### src/rtl/ipv4dp_pkg.sv
// ----------------------------------------------------------------------------
// ipv4dp_pkg
// Shared types, codes and helpers for the dotted-decimal IPv4 parser.
// ----------------------------------------------------------------------------
package ipv4dp_pkg;

    localparam logic [7:0] CHAR_ZERO  = 8'h30;
    localparam logic [7:0] CHAR_NINE  = 8'h39;
    localparam logic [7:0] CHAR_DOT   = 8'h2e;
    localparam logic [1:0] DOTS_FULL  = 2'd3;
    localparam int unsigned OCTET_MAX = 255;

    typedef enum logic [1:0] {
        CLS_NONE  = 2'd0,
        CLS_ZERO  = 2'd1,
        CLS_DIGIT = 2'd2
    } char_class_t;

    typedef enum logic {
        MODE_CHAR = 1'b0,
        MODE_END  = 1'b1
    } item_mode_t;

    typedef struct packed {
        logic       mode;
        logic [7:0] char_code;
    } in_item_t;

    typedef struct packed {
        logic        ok;
        logic [31:0] address;
        logic        mask_ok;
        logic [5:0]  prefix_len;
    } out_item_t;

    typedef struct packed {
        char_class_t prev_class;
        logic [1:0]  dot_count;
        logic [7:0]  octet_value;
        logic [23:0] done_octets;
        logic        error_seen;
    } parse_state_t;

    function automatic logic [3:0] ones8(input logic [7:0] v);
        logic [3:0] n;
        n = '0;
        for (int i = 0; i < 8; i++) begin
            n = n + {3'b000, v[i]};
        end
        return n;
    endfunction

endpackage

### src/rtl/ipv4dp_parse_state.sv
// ----------------------------------------------------------------------------
// ipv4dp_parse_state
// Per-string parse state: octet accumulation, dot counting and sticky error.
// Cleared on every end transfer.
// ----------------------------------------------------------------------------
module ipv4dp_parse_state (
    input  logic                      aclk,
    input  logic                      aresetn,
    input  logic                      step,
    input  ipv4dp_pkg::in_item_t      item,
    output ipv4dp_pkg::parse_state_t  state
);
    import ipv4dp_pkg::*;

    parse_state_t state_reg;
    parse_state_t state_next;
    logic [11:0]  octet_sum;
    logic [3:0]   digit;
    logic         is_digit;

    assign digit     = item.char_code[3:0] - CHAR_ZERO[3:0];
    assign is_digit  = (item.char_code >= CHAR_ZERO) && (item.char_code <= CHAR_NINE);
    assign octet_sum = {1'b0, state_reg.octet_value, 3'b000}
                     + {3'b000, state_reg.octet_value, 1'b0}
                     + {8'h00, digit};

    always_comb begin
        state_next = state_reg;
        if (item.mode == MODE_END) begin
            state_next = '{CLS_NONE, 2'd0, 8'd0, 24'd0, 1'b0};
        end else if (!state_reg.error_seen) begin
            if (is_digit) begin
                if (state_reg.octet_value == 8'd0 && state_reg.prev_class == CLS_ZERO) begin
                    state_next.error_seen = 1'b1;
                end else if (octet_sum > 12'(OCTET_MAX)) begin
                    state_next.error_seen = 1'b1;
                end else begin
                    state_next.octet_value = octet_sum[7:0];
                    state_next.prev_class  = (item.char_code == CHAR_ZERO) ? CLS_ZERO
                                                                           : CLS_DIGIT;
                end
            end else if (item.char_code == CHAR_DOT) begin
                if (state_reg.prev_class == CLS_NONE || state_reg.dot_count == DOTS_FULL) begin
                    state_next.error_seen = 1'b1;
                end else begin
                    state_next.dot_count   = state_reg.dot_count + 2'd1;
                    state_next.done_octets = {state_reg.done_octets[15:0],
                                              state_reg.octet_value};
                    state_next.octet_value = 8'd0;
                    state_next.prev_class  = CLS_NONE;
                end
            end else begin
                state_next.error_seen = 1'b1;
            end
        end
    end

    always_ff @(posedge aclk) begin
        if (!aresetn) begin
            state_reg <= '{CLS_NONE, 2'd0, 8'd0, 24'd0, 1'b0};
        end else if (step) begin
            state_reg <= state_next;
        end
    end

    assign state = state_reg;

endmodule

### src/rtl/ipv4dp_result_gen.sv
// ----------------------------------------------------------------------------
// ipv4dp_result_gen
// Builds the result from the parse state: validity, address, netmask check
// and prefix length.
// ----------------------------------------------------------------------------
module ipv4dp_result_gen (
    input  ipv4dp_pkg::parse_state_t state,
    output ipv4dp_pkg::out_item_t    result
);
    import ipv4dp_pkg::*;

    logic        valid_str;
    logic [31:0] addr;
    logic [31:0] inv;
    logic [31:0] inv_inc;
    logic        contiguous;
    logic [5:0]  ones;

    assign valid_str  = !state.error_seen && (state.prev_class != CLS_NONE)
                     && (state.dot_count == DOTS_FULL);
    assign addr       = {state.done_octets, state.octet_value};
    assign inv        = ~addr;
    assign inv_inc    = inv + 32'd1;
    assign contiguous = (inv & inv_inc) == 32'd0;

    // contiguous mask: prefix length is the number of set bits
    assign ones = {2'b00, ones8(addr[31:24])} + {2'b00, ones8(addr[23:16])}
                + {2'b00, ones8(addr[15:8])}  + {2'b00, ones8(addr[7:0])};

    always_comb begin
        result = '0;
        if (valid_str) begin
            result.ok      = 1'b1;
            result.address = addr;
            if (contiguous) begin
                result.mask_ok    = 1'b1;
                result.prefix_len = ones;
            end
        end
    end

endmodule

### src/rtl/ipv4_dotted_decimal_parser.sv
// ----------------------------------------------------------------------------
// ipv4_dotted_decimal_parser
// Streaming dotted-decimal IPv4 address parser with netmask check.
// ----------------------------------------------------------------------------
// Send the address text one character per transfer with mode 0, then one
// transfer with mode 1 to close the string. Only the closing transfer gives a
// result: ok, the 32-bit address (first octet in the top byte), and whether
// the address is a contiguous netmask together with its prefix length; all
// fields are zero when the string is not valid. The parser then starts afresh.
// One item is taken every cycle but while a closing transfer is held back:
// a character passes through an input register into the octet state
// register; the closing transfer passes through the input register into
// the result register, and m_valid rises when that register is loaded.
// Only a closing transfer can be held back, in the input register while the
// result register is full and m_ready is low; s_ready is low for that time.
module ipv4_dotted_decimal_parser (
    input  logic                   aclk,
    input  logic                   aresetn,
    input  logic                   s_valid,
    output logic                   s_ready,
    input  ipv4dp_pkg::in_item_t   s_item,
    output logic                   m_valid,
    input  logic                   m_ready,
    output ipv4dp_pkg::out_item_t  m_item
);
    import ipv4dp_pkg::*;

    logic         in_valid_reg;
    in_item_t     in_item_reg;
    logic         out_valid_reg;
    out_item_t    out_item_reg;
    logic         step;
    logic         out_free;
    parse_state_t state;
    out_item_t    result;

    assign out_free = !out_valid_reg || m_ready;
    assign step     = in_valid_reg && ((in_item_reg.mode == MODE_CHAR) || out_free);
    assign s_ready  = !in_valid_reg || step;

    always_ff @(posedge aclk) begin
        if (!aresetn) begin
            in_valid_reg <= 1'b0;
        end else if (s_ready) begin
            in_valid_reg <= s_valid;
        end
    end

    always_ff @(posedge aclk) begin
        if (s_ready && s_valid) begin
            in_item_reg <= s_item;
        end
    end

    ipv4dp_parse_state u_state (
        .aclk    (aclk),
        .aresetn (aresetn),
        .step    (step),
        .item    (in_item_reg),
        .state   (state)
    );

    ipv4dp_result_gen u_result (
        .state  (state),
        .result (result)
    );

    // end transfer loads the result register
    always_ff @(posedge aclk) begin
        if (!aresetn) begin
            out_valid_reg <= 1'b0;
        end else if (step && in_item_reg.mode == MODE_END) begin
            out_valid_reg <= 1'b1;
        end else if (m_ready) begin
            out_valid_reg <= 1'b0;
        end
    end

    always_ff @(posedge aclk) begin
        if (step && in_item_reg.mode == MODE_END) begin
            out_item_reg <= result;
        end
    end

    assign m_valid = out_valid_reg;
    assign m_item  = out_item_reg;

endmodule
### config.mk
export PLATFORM = sky130hd
export DESIGN_NAME = ipv4_dotted_decimal_parser
export DESIGN_NICKNAME = d
export VERILOG_FILES = /design/src/rtl/ipv4dp_pkg.sv /design/src/rtl/ipv4dp_parse_state.sv /design/src/rtl/ipv4dp_result_gen.sv /design/src/rtl/ipv4_dotted_decimal_parser.sv
export SDC_FILE = /design/constraint.sdc
export NUM_CORES = 1
export LEC_CHECK = 0
export BUFFER_PORTS_ARGS = -buffer_cell sky130_fd_sc_hd__buf_2
export CELL_PAD_IN_SITES_DETAIL_PLACEMENT = 0
export CELL_PAD_IN_SITES_GLOBAL_PLACEMENT = 2
export CORE_MARGIN = 8
export CORE_UTILIZATION = 42
export CTS_CLUSTER_DIAMETER = 200
export DETAILED_ROUTE_END_ITERATION = 6
export PLACE_DENSITY_LB_ADDON = 0.15
export SYNTH_ARGS = -nofsm -noshare
export SYNTH_HDL_FRONTEND = slang
export SYNTH_HIERARCHICAL = 1
export SYNTH_SLANG_ARGS = --single-unit
### constraint.sdc
create_clock -name aclk -period 16.9 [get_ports aclk]
set_input_delay 5.07 -clock aclk [delete_from_list [all_inputs] [get_ports aclk]]
set_output_delay 5.07 -clock aclk [all_outputs]
set_load 0.02 [all_outputs]
==> After elaboration in Yosys (flattened, before gate mapping) <==
Cells that the tools add are included.
{ "totals": {"regBits": 88, "input_bits": 13, "output_inout_bits": 42, "elab_cells": 110} }
{ "op_classes": {"addsub": 35, "n_lt_le_gt_ge": 3, "eq_ne": 10, "n_mux": 22, "n_bitwise": 3, "n_reduce_logical": 24} }
{ "op_table": {"columns": ["operator", "count"], "rows": [
  ["adder 4 x 1 -> 4 bit", 24],
  ["2-to-1 mux 37 bit", 2],
  ["2-to-1 mux 36 bit", 2],
  ["2-to-1 mux 40 bit", 1],
  ["adder 32 x 1 -> 32 bit, second input constant", 1],
  ["bitwise AND 32 bit", 1],
  ["logical NOT 32 bit", 1],
  ["NOT 32 bit", 1],
  ["2-to-1 mux 24 bit", 1],
  ["2-to-1 mux 8 bit", 3],
  ["equality test 8 x 6 -> 1 bit, second input constant", 2],
  ["adder 11 x 9 -> 12 bit", 1],
  ["adder 12 x 4 -> 12 bit", 1],
  ["adder 6 x 4 -> 6 bit", 2],
  ["> comparator 12 x 8 -> 1 bit, second input constant", 1],
  ["2-to-1 mux 2 bit", 5],
  ["adder 1 x 1 -> 2 bit", 4],
  ["greater-or-equal comparator 8 x 6 -> 1 bit, second input constant", 1],
  ["<= comparator 8 x 6 -> 1 bit, second input constant", 1],
  ["logical NOT 8 bit", 1],
  ["logical AND 1 bit", 7],
  ["2-to-1 mux 1 bit", 7],
  ["2-to-1 mux 7 bit", 1],
  ["!= test 2 bit, second input constant", 3],
  ["15 further kinds", 23]
]} }

==> Longest topological paths before layout <==
{ "logic_depth": {"word_depth": 12, "depth_mapped": 20, "depth_no_buf": 20} }

==> By module <==
Netlist, hierarchy kept.
{ "by_module_without_submodules": {"columns": ["mod", "n_inst", "cells_per_inst", "area_per_inst_um2", "seq_area_each_um2"], "rows": [
  ["ipv4dp_parse_state", 1, 220, 2107.0, 740.7],
  ["ipv4dp_result_gen", 1, 225, 1796.7, 0.0],
  ["ipv4_dotted_decimal_parser", 1, 61, 1589.0, 1511.4]
]} }

==> Worst setup path before layout <==
Ideal clock, no wire load.
{ "synth_path": {"kind": "input-to-output", "start": "input port m_ready", "end": "output port s_ready", "arrival_time_ps": 5269, "required_ps": 11830, "slack_ps": 6561, "stages": 1, "n_path_buf": 0, "cell_sequence": "nand4b_4"} }
{ "synth_between": {"elab_chain_len": 4} }
{ "synth_lines": {"columns": ["element", "line_no", "source"], "rows": [
  ["start: declaration", "ipv4_dotted_decimal_parser.sv:23", "input logic m_ready,"],
  ["logical OR 1 bit", "ipv4_dotted_decimal_parser.sv:37", "assign out_free = !out_valid_reg || m_ready;"],
  ["logical OR 1 bit", "ipv4_dotted_decimal_parser.sv:38", "assign step = in_valid_reg && ((in_item_reg.mode == MODE_CHAR) || out_free);"],
  ["logical AND 1 bit", "ipv4_dotted_decimal_parser.sv:38", null],
  ["logical OR 1 bit", "ipv4_dotted_decimal_parser.sv:39", "assign s_ready = !in_valid_reg || step;"],
  ["end: declaration", "ipv4_dotted_decimal_parser.sv:20", "output logic s_ready,"]
]} }
Every way passes these cells.

==> Worst setup path after layout <==
Same ends and word-level chain as after synthesis.

==> metrics.csv <==
metric,value,unit
VDD IR max,0.04667,mV
GP Congestion,0.8303,
Setup CP Type,in2out,
"antenna viol nets, final",0,
largest net degree at the start of global routing,41,
Fin Clk Skew,0.009165,ns
number of flops mapped to enable cells by yosys,49,
initial antenna violation count,0,
core footprint,12720,um^2
P_leak,2.644,nW
Clock Pin Slew Worst Setup and Hold Paths,0.06,ns
HPWL after DPL,9454,um
P per Cell Area,75.19,nW/um^2
"Top FF cell, synth",edfxtp_1,
top layer in use,met4,
Critical Path AT,5.53,ns
First-pass DRT Iterations,4,
CTS tree,done,
layout cells sized above 1,17.35,%
full die area,16990,um^2
GRT overflow,0,
first-pass GRT wire length,20890,um
Placement Cell Area,5903,um^2
Startpoint Class,primary input,
cells after synthesis,506,
Async SR Flop Fraction,0,%
Die Width,130.4,um
overall die height,130.4,um
YS warnings,6,
Least-Margin Pin Slew,1.078,ns
"Slew Viols, Final",0,
total CTS buffers,9,
syn nets,587,
row cnt,41,
maximum fanout along the worst path,3,
routed wire length,13120,um
GR Util All Layers,16.08,%
P&R area growth vs syn,13.46,%
crit end category,output port,
vias in the first global route,4037,
Initial Util,43.17,%
WP buf/inv,2,
final layout net count,635,
wl on met1,5771,um
Hold Path Class,reg2reg,
drt via density,5.425,
PostCTS Resize Cnt,0,
Final period util,62.72,%
clock period minus worst slack,10.60,ns
top cell type's share of synthesized area,26.79,%
Required @ worst endpoint,11.83,ns
CP top delay family,buffers and inverters,
Worst path most repeated cell,buf_2,
Met2 Routed Length,6527,um
Post-Place Setup Slack,6.295,ns
Synth area leaders,"edfxtp_1, dfxtp_1, ha_1",
Final setup viols,0,
max FFs per register,40,
WL met3,621,um
H-tree depth,3,
DR WL/cell,17.94,um
Fmax,0.09434,GHz
Post-Syn Area,5493,um^2
"FF+latch count, synth",88,
"Hold Vio Cnt, Final",0,
clk root buf,clkbuf_16,
"most common cell after layout, fill and taps aside",inv_1,
diodes inserted,0,
CTS Hold Buffers Added,0,
Initial DRC Count,228,
Avg Inst Size Synth,10.86,um^2
RSZ-0062 raised after global routing,no,
most frequent cells in the layout,"inv_1, buf_2, edfxtp_1",
Worst path max stage delay,0.18,ns
outcome,"complete, no violations",
postcts setup bufs,0,
"Cell Chain, Critical Path","buf_2, nand4b_4, buf_2",
final setup margin,6.300,ns
"Distinct cells, synth",68,
PortBufs,54,
via count,3966,
Slew HR,27.98,%
highest-delay cell along the critical path,buf_2,
drc violations,0,
clock sinks,88,
maximum buffer depth of the clock tree,2,
I/O pin cnt,55,
"Clk Latency, worst-skew pair",0.35,ns
Synth area leader,edfxtp_1,
Max-Cap Viols,0,
setup_tns,0,ns
Final Cell Area,6232,um^2
"Seq/Total Area, Yosys",41.00,%
-- worst paths after layout --
kind | from | end | slack [ns] | cells after the start
max | m_ready | s_ready | 6.30 | 3
min | u_state/state[33]$_SDFFE_PN0P_ | u_state/state[33]$_SDFFE_PN0P_ | 0.49 | 2
max reg2reg | u_state/state[20]$_SDFFE_PN0P_ | m_item[5]$_DFFE_PP_ | 11.27 | 20
min reg2reg | u_state/state[33]$_SDFFE_PN0P_ | u_state/state[33]$_SDFFE_PN0P_ | 0.49 | 2
-- through the flow --
stage	total power [W]	utilization [%]	std cells	hold WS, ns
floorplan	0.0002468	-	506	0.4544
global placement	0.0002527	46.40	715	0.4733
detailed placement	0.0002531	46.40	715	0.4829
CTS	0.0004747	48.99	731	0.4926
global route	0.0004815	48.99	731	0.5289
finish	0.0004686	48.99	731	0.4942
-- routing by layer --
metal | up-vias | track usage, %
met5 | - | 0
met4 | 0 | 6.144
met3 | 17 | 3.060
met2 | 92 | 28.12
met1 | 1892 | 19.16
li1 | 1965 | -
-- area by class of cell --
class	instances	area, um^2
clock inverters	6	90.09
clock buffers	10	239.0
well taps	172	215.2
fillers	1221	6490
multi-input cells	340	2925
inverters	58	217.7
repair buffers	57	292.8
flip-flops and latches	88	2252
-- worst reg2reg max path, stage by stage (launching register included) --
cell and delay (ns):
dfxtp_1 0.38, fa_1 0.56, inv_1 0.05, fa_1 0.51
inv_1 0.04, ha_1 0.19, fa_1 0.46, ha_1 0.30
ha_1 0.28, inv_1 0.05, fa_1 0.50, fa_1 0.55
inv_1 0.04, ha_1 0.30, ha_1 0.30, a21o_1 0.18
a21oi_1 0.22, o21bai_1 0.10, a21oi_1 0.17, xnor2_1 0.13
nor2_1 0.05
-- Yosys cell counts, types with 7 or more instances --
master     n
fa_1      23
nor4_1    24
inv_1     58
nor2b_1    7
nor3_1     8
ha_1      45
nand2_1   24
a22o_1    23
a21oi_1   12
nor2_1    31
a31oi_1   13
edfxtp_1  49
dfxtp_1   39
clkbuf_1  10
and2_1    17
-- power breakdown --
group / total, W / internal (W) / leakage [nW] / switching (W)
Clock: 0.000221 / 0.000134 / 0.159 / 0.0000868
Combinational: 0.0000155 / 0.00000478 / 1.70 / 0.0000107
Sequential: 0.000232 / 0.000229 / 0.781 / 0.00000324
Total: 0.000469 / 0.000368 / 2.64 / 0.000101
-- kinds of logic after synthesis --
logic type	Yosys count	share of synthesized area [%]
and+or+nand+nor	153	17.20
AOI/OAI and AO/OA	108	15.54
DFF	88	41.00
buffers and inverters	78	5.877
adders and majority gates	68	18.63
xor gates and xnor gates	11	1.754
No activity file was read; power rests on OpenSTA's default activity.
